### src/hw/rtl/wbcd_pkg.sv
`default_nettype none

package wbcd_pkg;

    // default sizes of the converted number
    localparam int NUMBER_BITS_DEF = 1024;
    localparam int WORD_BITS_DEF   = 64;

    // fixed stream field widths
    localparam int VALUE_W      = 64;
    localparam int CHUNK_W      = 64;
    localparam int COUNT_W      = 5;
    localparam int CHUNK_DIGITS = 16;
    localparam int S_TDATA_W    = 64;
    localparam int M_TDATA_W    = 72;
    localparam int M_PAD_W      = M_TDATA_W - CHUNK_W - COUNT_W;

    // commands from the controller to the datapath
    typedef struct packed {
        logic store;      // write the accepted word into the store
        logic start;      // last word seen, clear digits and arm counters
        logic rd_first;   // read the top loaded word
        logic shift;      // one shift-and-add-3 step
        logic word_next;  // step down to the next lower word, read it
        logic skip;       // drop a leading zero chunk
        logic emit;       // load the top chunk into the output register
    } cmd_t;

    // status from the datapath to the controller
    typedef struct packed {
        logic bit_last;   // current bit is bit 0 of its word
        logic word_last;  // current word is word 0
        logic top_zero;   // top chunk of the digit register is all zero
        logic one_left;   // only one chunk remains
        logic found;      // first significant chunk already emitted
        logic out_free;   // output register can take a chunk
    } status_t;

endpackage

`default_nettype wire

### src/hw/rtl/wide_binary_to_bcd_converter.sv
// words load one per cycle while the controller is idle; the last word starts the
// shift-and-add-3 over the W words received, one bit per cycle through the
// 320-digit register, then each of the 20 chunks is skipped as a leading zero
// chunk or emitted, one per cycle, emits only while the output register is free;
// no new word is taken until the last chunk is loaded into the output register;
// output stalls add to the emit phase; reset: rst_n asynchronous active low,
// clears counters, state, found flag and valid flag
`default_nettype none

module wide_binary_to_bcd_converter
    import wbcd_pkg::*;
#(
    parameter int NUMBER_BITS = NUMBER_BITS_DEF,
    parameter int WORD_BITS   = WORD_BITS_DEF
)
(
    input  wire logic                 clk,
    input  wire logic                 rst_n,

    // word requests in, least significant word first
    input  wire logic                 s_tvalid,
    output logic                      s_tready,
    input  wire logic [S_TDATA_W-1:0] s_tdata,   // [63:0] value_word
    input  wire logic                 s_tlast,   // last_word

    // bcd chunk requests out, most significant chunk first
    output logic                      m_tvalid,
    input  wire logic                 m_tready,
    output logic      [M_TDATA_W-1:0] m_tdata,   // [63:0] bcd_chunk, [68:64] digit_count
    output logic                      m_tlast    // last_chunk
);

    cmd_t               cmd;
    status_t            status;
    logic [CHUNK_W-1:0] bcd_chunk;
    logic [COUNT_W-1:0] digit_count;

    // controller: load, read, shift and emit sequencing
    wbcd_ctrl u_ctrl (
        .clk      (clk),
        .rst_n    (rst_n),
        .s_tvalid (s_tvalid),
        .s_tlast  (s_tlast),
        .s_tready (s_tready),
        .status   (status),
        .cmd      (cmd)
    );

    // datapath: word store, digit register with add-3 and output register
    wbcd_datapath #(
        .NUMBER_BITS (NUMBER_BITS),
        .WORD_BITS   (WORD_BITS)
    ) u_datapath (
        .clk         (clk),
        .rst_n       (rst_n),
        .cmd         (cmd),
        .status      (status),
        .value_word  (s_tdata[VALUE_W-1:0]),
        .out_ready   (m_tready),
        .out_valid   (m_tvalid),
        .bcd_chunk   (bcd_chunk),
        .digit_count (digit_count),
        .last_chunk  (m_tlast)
    );

    // pack chunk and digit count, zero pad to whole bytes
    assign m_tdata = {{M_PAD_W{1'b0}}, digit_count, bcd_chunk};

endmodule

`default_nettype wire

### src/hw/rtl/wbcd_ram.sv
`default_nettype none

module wbcd_ram
    import wbcd_pkg::*;
#(
    parameter int WIDTH = WORD_BITS_DEF,
    parameter int DEPTH = NUMBER_BITS_DEF / WORD_BITS_DEF,
    localparam int AW   = (DEPTH > 1) ? $clog2(DEPTH) : 1
)
(
    input  wire logic             clk,
    input  wire logic             we,
    input  wire logic [AW-1:0]    waddr,
    input  wire logic [WIDTH-1:0] wdata,
    input  wire logic             re,
    input  wire logic [AW-1:0]    raddr,
    output logic      [WIDTH-1:0] rdata
);

    logic [WIDTH-1:0] mem [DEPTH];

    always_ff @(posedge clk)
    begin
        if (we)
        begin
            mem[waddr] <= wdata;
        end
        if (re)
        begin
            rdata <= mem[raddr];
        end
    end

endmodule

`default_nettype wire

### src/hw/rtl/wbcd_ctrl.sv
`default_nettype none

module wbcd_ctrl
    import wbcd_pkg::*;
(
    input  wire logic    clk,
    input  wire logic    rst_n,
    input  wire logic    s_tvalid,
    input  wire logic    s_tlast,
    output logic         s_tready,
    input  wire status_t status,
    output cmd_t         cmd
);

    localparam logic [1:0] ST_IDLE  = 2'd0;
    localparam logic [1:0] ST_RD    = 2'd1;
    localparam logic [1:0] ST_SHIFT = 2'd2;
    localparam logic [1:0] ST_EMIT  = 2'd3;

    logic [1:0] state_reg;
    logic [1:0] state_next;
    logic       accept;

    assign s_tready = (state_reg == ST_IDLE);
    assign accept   = s_tvalid && s_tready;

    always_comb
    begin
        cmd        = '0;
        state_next = state_reg;
        unique case (state_reg)
            ST_IDLE:
            begin
                cmd.store = accept;
                if (accept && s_tlast)
                begin
                    cmd.start  = 1'b1;
                    state_next = ST_RD;
                end
            end
            ST_RD:
            begin
                cmd.rd_first = 1'b1;
                state_next   = ST_SHIFT;
            end
            ST_SHIFT:
            begin
                cmd.shift = 1'b1;
                if (status.bit_last)
                begin
                    if (status.word_last)
                    begin
                        state_next = ST_EMIT;
                    end
                    else
                    begin
                        cmd.word_next = 1'b1;
                    end
                end
            end
            ST_EMIT:
            begin
                if (status.top_zero && !status.found && !status.one_left)
                begin
                    cmd.skip = 1'b1;
                end
                else if (status.out_free)
                begin
                    cmd.emit = 1'b1;
                    if (status.one_left)
                    begin
                        state_next = ST_IDLE;
                    end
                end
            end
            default:
            begin
                state_next = ST_IDLE;
            end
        endcase
    end

    always_ff @(posedge clk or negedge rst_n)
    begin
        if (!rst_n)
        begin
            state_reg <= ST_IDLE;
        end
        else
        begin
            state_reg <= state_next;
        end
    end

    // a flagged last word always launches the conversion
    a_start_to_read: assert property (@(posedge clk) disable iff (!rst_n)
        accept && s_tlast |=> state_reg == ST_RD)
        else $error("last word did not start conversion");

    // the final bit of word 0 ends the conversion
    a_conv_done: assert property (@(posedge clk) disable iff (!rst_n)
        state_reg == ST_SHIFT && status.bit_last && status.word_last
        |=> state_reg == ST_EMIT)
        else $error("conversion did not end after bit 0 of word 0");

    // no shift or emit while words are still being taken
    a_no_work_in_idle: assert property (@(posedge clk) disable iff (!rst_n)
        s_tready |-> !cmd.shift && !cmd.emit && !cmd.skip)
        else $error("datapath work while idle");

endmodule

`default_nettype wire

### src/hw/rtl/wbcd_datapath.sv
`default_nettype none

module wbcd_datapath
    import wbcd_pkg::*;
#(
    parameter int NUMBER_BITS = NUMBER_BITS_DEF,
    parameter int WORD_BITS   = WORD_BITS_DEF
)
(
    input  wire logic               clk,
    input  wire logic               rst_n,
    input  wire cmd_t               cmd,
    output status_t                 status,
    input  wire logic [VALUE_W-1:0] value_word,
    input  wire logic               out_ready,
    output logic                    out_valid,
    output logic      [CHUNK_W-1:0] bcd_chunk,
    output logic      [COUNT_W-1:0] digit_count,
    output logic                    last_chunk
);

    localparam int NUM_WORDS   = NUMBER_BITS / WORD_BITS;
    localparam int MAX_DIGITS  = (NUMBER_BITS * 31) / 100 + 1;
    localparam int NUM_CHUNKS  = (MAX_DIGITS + CHUNK_DIGITS - 1) / CHUNK_DIGITS;
    localparam int DIGIT_SLOTS = NUM_CHUNKS * CHUNK_DIGITS;
    localparam int DIG_W       = DIGIT_SLOTS * 4;
    localparam int AW          = (NUM_WORDS > 1) ? $clog2(NUM_WORDS) : 1;
    localparam int WL_W        = $clog2(NUM_WORDS + 1);
    localparam int BW          = $clog2(WORD_BITS);
    localparam int CW          = $clog2(NUM_CHUNKS + 1);

    logic [WL_W-1:0]      words_loaded_reg;
    logic [WL_W-1:0]      words_loaded_next;
    logic [AW-1:0]        word_idx_reg;
    logic [AW-1:0]        word_idx_next;
    logic [BW-1:0]        bit_idx_reg;
    logic [BW-1:0]        bit_idx_next;
    logic [CW-1:0]        chunks_left_reg;
    logic [CW-1:0]        chunks_left_next;
    logic                 found_reg;
    logic                 found_next;
    logic [DIG_W-1:0]     digits_reg;
    logic [DIG_W-1:0]     digits_next;
    logic [DIG_W-1:0]     adjusted;
    logic                 out_valid_reg;
    logic                 out_valid_next;
    logic [CHUNK_W-1:0]   out_chunk_reg;
    logic [COUNT_W-1:0]   out_count_reg;
    logic                 out_last_reg;
    logic                 full;
    logic                 ram_we;
    logic                 ram_re;
    logic [AW-1:0]        ram_raddr;
    logic [WORD_BITS-1:0] ram_rdata;
    logic [CHUNK_W-1:0]   top_chunk;
    logic [COUNT_W-1:0]   top_count;

    assign full = (words_loaded_reg == WL_W'(NUM_WORDS));

    // store writes once full are dropped
    assign ram_we    = cmd.store && !full;
    assign ram_re    = cmd.rd_first || cmd.word_next;
    assign ram_raddr = cmd.word_next ? (word_idx_reg - AW'(1)) : word_idx_reg;

    wbcd_ram #(
        .WIDTH (WORD_BITS),
        .DEPTH (NUM_WORDS)
    ) u_store (
        .clk   (clk),
        .we    (ram_we),
        .waddr (words_loaded_reg[AW-1:0]),
        .wdata (value_word[WORD_BITS-1:0]),
        .re    (ram_re),
        .raddr (ram_raddr),
        .rdata (ram_rdata)
    );

    // add 3 to every digit above 4, all digits at once
    always_comb
    begin
        for (int i = 0; i < DIGIT_SLOTS; i++)
        begin
            if (digits_reg[i*4 +: 4] > 4'd4)
            begin
                adjusted[i*4 +: 4] = digits_reg[i*4 +: 4] + 4'd3;
            end
            else
            begin
                adjusted[i*4 +: 4] = digits_reg[i*4 +: 4];
            end
        end
    end

    assign top_chunk = digits_reg[DIG_W-1 -: CHUNK_W];

    // highest nonzero digit of the top chunk, one digit if all zero
    always_comb
    begin
        top_count = COUNT_W'(1);
        for (int i = 0; i < CHUNK_DIGITS; i++)
        begin
            if (top_chunk[i*4 +: 4] != 4'd0)
            begin
                top_count = COUNT_W'(i + 1);
            end
        end
    end

    always_comb
    begin
        words_loaded_next = words_loaded_reg;
        word_idx_next     = word_idx_reg;
        bit_idx_next      = bit_idx_reg;
        chunks_left_next  = chunks_left_reg;
        found_next        = found_reg;
        digits_next       = digits_reg;

        if (ram_we)
        begin
            words_loaded_next = words_loaded_reg + WL_W'(1);
        end

        if (cmd.start)
        begin
            words_loaded_next = '0;
            word_idx_next     = full ? AW'(NUM_WORDS - 1) : words_loaded_reg[AW-1:0];
            bit_idx_next      = BW'(WORD_BITS - 1);
            chunks_left_next  = CW'(NUM_CHUNKS);
            found_next        = 1'b0;
            digits_next       = '0;
        end

        if (cmd.shift)
        begin
            digits_next = {adjusted[DIG_W-2:0], ram_rdata[bit_idx_reg]};
            if (bit_idx_reg == '0)
            begin
                bit_idx_next = BW'(WORD_BITS - 1);
            end
            else
            begin
                bit_idx_next = bit_idx_reg - BW'(1);
            end
        end

        if (cmd.word_next)
        begin
            word_idx_next = word_idx_reg - AW'(1);
        end

        if (cmd.skip || cmd.emit)
        begin
            digits_next      = {digits_reg[DIG_W-CHUNK_W-1:0], {CHUNK_W{1'b0}}};
            chunks_left_next = chunks_left_reg - CW'(1);
        end

        if (cmd.emit)
        begin
            found_next = 1'b1;
        end
    end

    always_comb
    begin
        out_valid_next = out_valid_reg;
        if (cmd.emit)
        begin
            out_valid_next = 1'b1;
        end
        else if (out_ready)
        begin
            out_valid_next = 1'b0;
        end
    end

    always_ff @(posedge clk or negedge rst_n)
    begin
        if (!rst_n)
        begin
            words_loaded_reg <= '0;
            word_idx_reg     <= '0;
            bit_idx_reg      <= '0;
            chunks_left_reg  <= '0;
            found_reg        <= 1'b0;
            out_valid_reg    <= 1'b0;
        end
        else
        begin
            words_loaded_reg <= words_loaded_next;
            word_idx_reg     <= word_idx_next;
            bit_idx_reg      <= bit_idx_next;
            chunks_left_reg  <= chunks_left_next;
            found_reg        <= found_next;
            out_valid_reg    <= out_valid_next;
        end
    end

    always_ff @(posedge clk)
    begin
        digits_reg <= digits_next;
        if (cmd.emit)
        begin
            out_chunk_reg <= top_chunk;
            out_count_reg <= found_reg ? COUNT_W'(CHUNK_DIGITS) : top_count;
            out_last_reg  <= (chunks_left_reg == CW'(1));
        end
    end

    assign status.bit_last  = (bit_idx_reg == '0);
    assign status.word_last = (word_idx_reg == '0);
    assign status.top_zero  = (top_chunk == '0);
    assign status.one_left  = (chunks_left_reg == CW'(1));
    assign status.found     = found_reg;
    assign status.out_free  = !out_valid_reg || out_ready;

    assign out_valid   = out_valid_reg;
    assign bcd_chunk   = out_chunk_reg;
    assign digit_count = out_count_reg;
    assign last_chunk  = out_last_reg;

    // the final remaining chunk goes out flagged as last
    a_last_flag: assert property (@(posedge clk) disable iff (!rst_n)
        cmd.emit && status.one_left |=> out_valid_reg && out_last_reg)
        else $error("final chunk not flagged last");

    // every chunk after the first significant one is full
    a_full_chunk: assert property (@(posedge clk) disable iff (!rst_n)
        cmd.emit && found_reg |=> out_count_reg == COUNT_W'(CHUNK_DIGITS))
        else $error("inner chunk with short digit count");

    // never emit into a busy output register
    a_no_overrun: assert property (@(posedge clk) disable iff (!rst_n)
        cmd.emit |-> !out_valid_reg || out_ready)
        else $error("output register overrun");

endmodule

`default_nettype wire

### config.mk
export PLATFORM = sky130hd
export DESIGN_NAME = wide_binary_to_bcd_converter
export DESIGN_NICKNAME = d
export VERILOG_FILES = /design/src/hw/rtl/wbcd_pkg.sv /design/src/hw/rtl/wide_binary_to_bcd_converter.sv /design/src/hw/rtl/wbcd_ram.sv /design/src/hw/rtl/wbcd_ctrl.sv /design/src/hw/rtl/wbcd_datapath.sv
export SDC_FILE = /design/constraint.sdc
export NUM_CORES = 2
export LEC_CHECK = 0
export BUFFER_PORTS_ARGS = -buffer_cell sky130_fd_sc_hd__buf_2
export CAP_MARGIN = 20
export CORE_ASPECT_RATIO = 2
export CORE_MARGIN = 5
export CORE_UTILIZATION = 30
export CTS_BUF_LIST = sky130_fd_sc_hd__clkbuf_4
export DETAILED_ROUTE_END_ITERATION = 6
export GPL_TIMING_DRIVEN = 1
export PLACE_DENSITY = 0.54
export SYNTH_ARGS = -nofsm -noshare
export SYNTH_HDL_FRONTEND = slang
export SYNTH_SLANG_ARGS = --single-unit
### constraint.sdc
create_clock -name clk -period 36 [get_ports clk]
set_input_delay 3.6 -clock clk [delete_from_list [all_inputs] [get_ports clk]]
set_output_delay 3.6 -clock clk [all_outputs]
set_load 0.01 [all_outputs]
==> results.toml <==
[critical_path]
worst-path-max-fanout = 162
crit_slowest_cell = "sky130_fd_sc_hd__buf_4"
worst_r2r_path_depth = 13
gate_family_responsible_for_the_most_delay_along_the_worst_path = "buffers and inverters"
timing.critical_path.required_ps = 36920
critPathArrivalTime_ps = 8160
crit_type = "in2reg"
timing.rr.end = "u_datapath.digits_reg[306]"
crit-reg2reg-launch = "u_datapath.digits_reg[1232]"
setup.worst_path.end_class = "flip-flop"
critical_path.startpoint_type = "input pin"
r2r_setup_slack_ps = 29000
critical_path_buf_inv_count = 6
path_cells = "buf_2 > nand2b_1 > o21a_4 > nor3_4 > buf_4 > inv_8 > buf_12 > buf_4 > buf_4"
cpMostUsedCell = "sky130_fd_sc_hd__buf_4"
critical-path-max-stage-delay_ps = 900

[clock_network]
ctsLongestPathBuffers = 4
tritoncts_num_sinks = 2462
path_clk_slew_ps = 70
numCtsBuffers = 626
cts_root_buffer = "sky130_fd_sc_hd__clkbuf_4"
ctsHtreeMaxLevel = 6
worstSkewPairLatency_ps = 1390
cts_tree = "done"
ctsResizeCount = 0
cts_hold_buf = 0
number_of_setup_buffers_added_after_cts = 0

[sta]
slew_viol_final = 0
timing.setup.tns_ps = 0
min_period_over_period_pct = 20.1
slew-limit-headroom_pct = 25.7
tightest_slew_ps = 1120
finalWorstPathRequiredPeriod_ps = 7240
finalHoldViolations = 0
grt_setup_unrepaired = "no"
fmax_ghz = 0.138
report.final.setup_viol = 0
finalClockSkew_ps = 129

[floorplanning]
core_region_area_mm2 = 0.416
total_die_area_mm2 = 0.431
floorplan.io_pins = 144
dieWidth_um = 467
initial_utilization_pct = 30.1
rows = 335
dieHeight_um = 924

[power]
vdd.ir_drop.worst_mv = 0.0515
total_leakage_power_nw = 53.2
power_density_mw_per_mm2 = 39.8

[place]
place.detailed.hpwl_um = 185000
placement.io_buffers = 140
gp_congestion = 0.753

[final_layout]
synthToLayoutAreaGrowth_pct = 11.4
largest_register_ffs = 1280
most_frequent_standard_cell_in_the_layout_excluding_fill_and_tap_cells = "sky130_fd_sc_hd__nand2_1"
finalNetCount = 13519
layout.cells.most_common_list = "3324 x sky130_fd_sc_hd__nand2_1, 2374 x sky130_fd_sc_hd__edfxtp_1, 1320 x sky130_fd_sc_hd__nand3_1"
layout-drive-gt1-share_pct = 9.42
utilization_pct = 33.6

[yosys]
syn_area_per_cell_um2 = 9.76
synth_cell_type_count = 59
synth.yosys.warnings = 0
syn_inst_count = 12830
synth_register_bits = 2462
synth_flop_cell = "sky130_fd_sc_hd__edfxtp_1"
synth-seq-area-share_pct = 58.4
netlist_area_mm2 = 0.125
synth-async-reset-ratio_pct = 0.975
synth-edff-count = 2374

[route]
drtPass1Iterations = 6
post_route_wl_um = 321000
ant_nets = 0
routed_via_density = 4.80
post_drt_wl_per_cell_um = 16.8
detail_route.iter0.violations = 5403
remaining_drc_errors = 0
route.vias.total = 91788

[min_path]
timing.hold.worst_endpoint = "u_datapath.digits_reg[39]"
worst_hold_path_cell_count = 2
min_path_type = "reg2reg"
min-delay-start = "u_datapath.digits_reg[38]"

[status]
outcome = "finished clean"

[global_routing]
antenna_found_initial = 37
track_usage_pct = 14.3
wire_length_of_the_first_global_routing_pass_um = 500000
via_count_of_the_first_global_routing_pass = 92430
grt_max_degree = 213
grt_remaining_overflow = 0

[run]
max-cap-violations = 0
kinds of logic (layout without fill, tap and decap cells):
| logic type | after synthesis | count (layout) | share of synthesized area (%) |
|---|---|---|---|
| AND/OR/NAND/NOR | 5841 | 5841 | 20.2 |
| flip-flops | 2462 | 2462 | 58.4 |
| AO/OA/AOI/OAI | 2162 | 2162 | 9.61 |
| buffers and inverters | 1595 | 2318 | 5.08 |
| adder cells (fa/ha/maj) | 346 | 346 | 3.46 |
| XOR/XNOR | 337 | 337 | 2.36 |
| multiplexers | 86 | 86 | 0.807 |
| other | 1 | 28 | 0.00300 |
cell type report:
type                       count  area (µm²)
fill                       42977      276000
sequential                  2462       73200
multi-input combinational   8775       45900
tap                         5560        6960
clock buffer                 903        6780
inverter                     977        3670
timing repair buffer         262        1840
clock inverter               176        1110
antenna                       25        62.6
worst register-to-register path: stages, from the launching register on:
cell	delay, ps
sky130_fd_sc_hd__edfxtp_1	550
sky130_fd_sc_hd__inv_1	110
sky130_fd_sc_hd__ha_1	240
sky130_fd_sc_hd__or3b_2	520
sky130_fd_sc_hd__nor2_1	400
sky130_fd_sc_hd__and2_1	220
sky130_fd_sc_hd__and3_2	440
sky130_fd_sc_hd__o21a_4	450
sky130_fd_sc_hd__nor3_4	70
sky130_fd_sc_hd__buf_4	260
sky130_fd_sc_hd__inv_8	560
sky130_fd_sc_hd__buf_12	700
sky130_fd_sc_hd__buf_4	1080
sky130_fd_sc_hd__buf_4	930
Yosys cell counts (all sizes together) (273+ instances only):
cell type     n  share of area, %
a21oi       379               1.5
and2        306               1.5
buf         345               1.3
clkbuf      273              0.82
edfxtp     2374                57
ha          346               3.5
inv         977               2.9
nand2      3325                10
nand3      1320               5.3
nor2        352               1.1
nor3        338               1.4
o211ai      311               1.9
o21ai      1333               5.3
xnor2       328               2.3
routing by layer:
layer  global-route usage, %  wire length (µm)  vias to the layer above
met2                    28.3            177000                     1604
met3                    2.72             14100                      708
li1                        -                 -                    45782
met1                    14.7            119000                    43646
met4                    5.49             10800                       48
met5                       0               279                        -
how the worst max path moves through the flow:
stage                     slack (ps)  cells past startpoint                        start                    endpoint
after floorplan                16160                      7                     m_tready    u_datapath.digits_reg[0]
after global placement         27390                      9                     m_tready  u_datapath.digits_reg[626]
after detailed placement       27380                      9                     m_tready  u_datapath.digits_reg[626]
after CTS                      28820                     13  u_datapath.digits_reg[1233]  u_datapath.digits_reg[178]
after global routing           28530                     13  u_datapath.digits_reg[1229]  u_datapath.digits_reg[306]
final                          28760                      9                     m_tready  u_datapath.digits_reg[306]
per-stage QoR:
stage	total power [mW]	hold slack (ps)	cell area, µm²	setup WS [ps]	instances
final	5.55	476	140000	28760	19140
after global routing	5.79	505	139000	28530	19134
after CTS	5.65	439	139000	28820	19113
after detailed placement	3.19	488	131000	27380	18034
after global placement	3.19	482	131000	27390	18034
after floorplan	3.17	441	125000	16160	12832
report_power, final:
group	internal, mW	switching, mW
clock network	1.24	1.18
registers	3.11	0
logic	0.00273	0.0157
(Power assumes the default switching activity.)
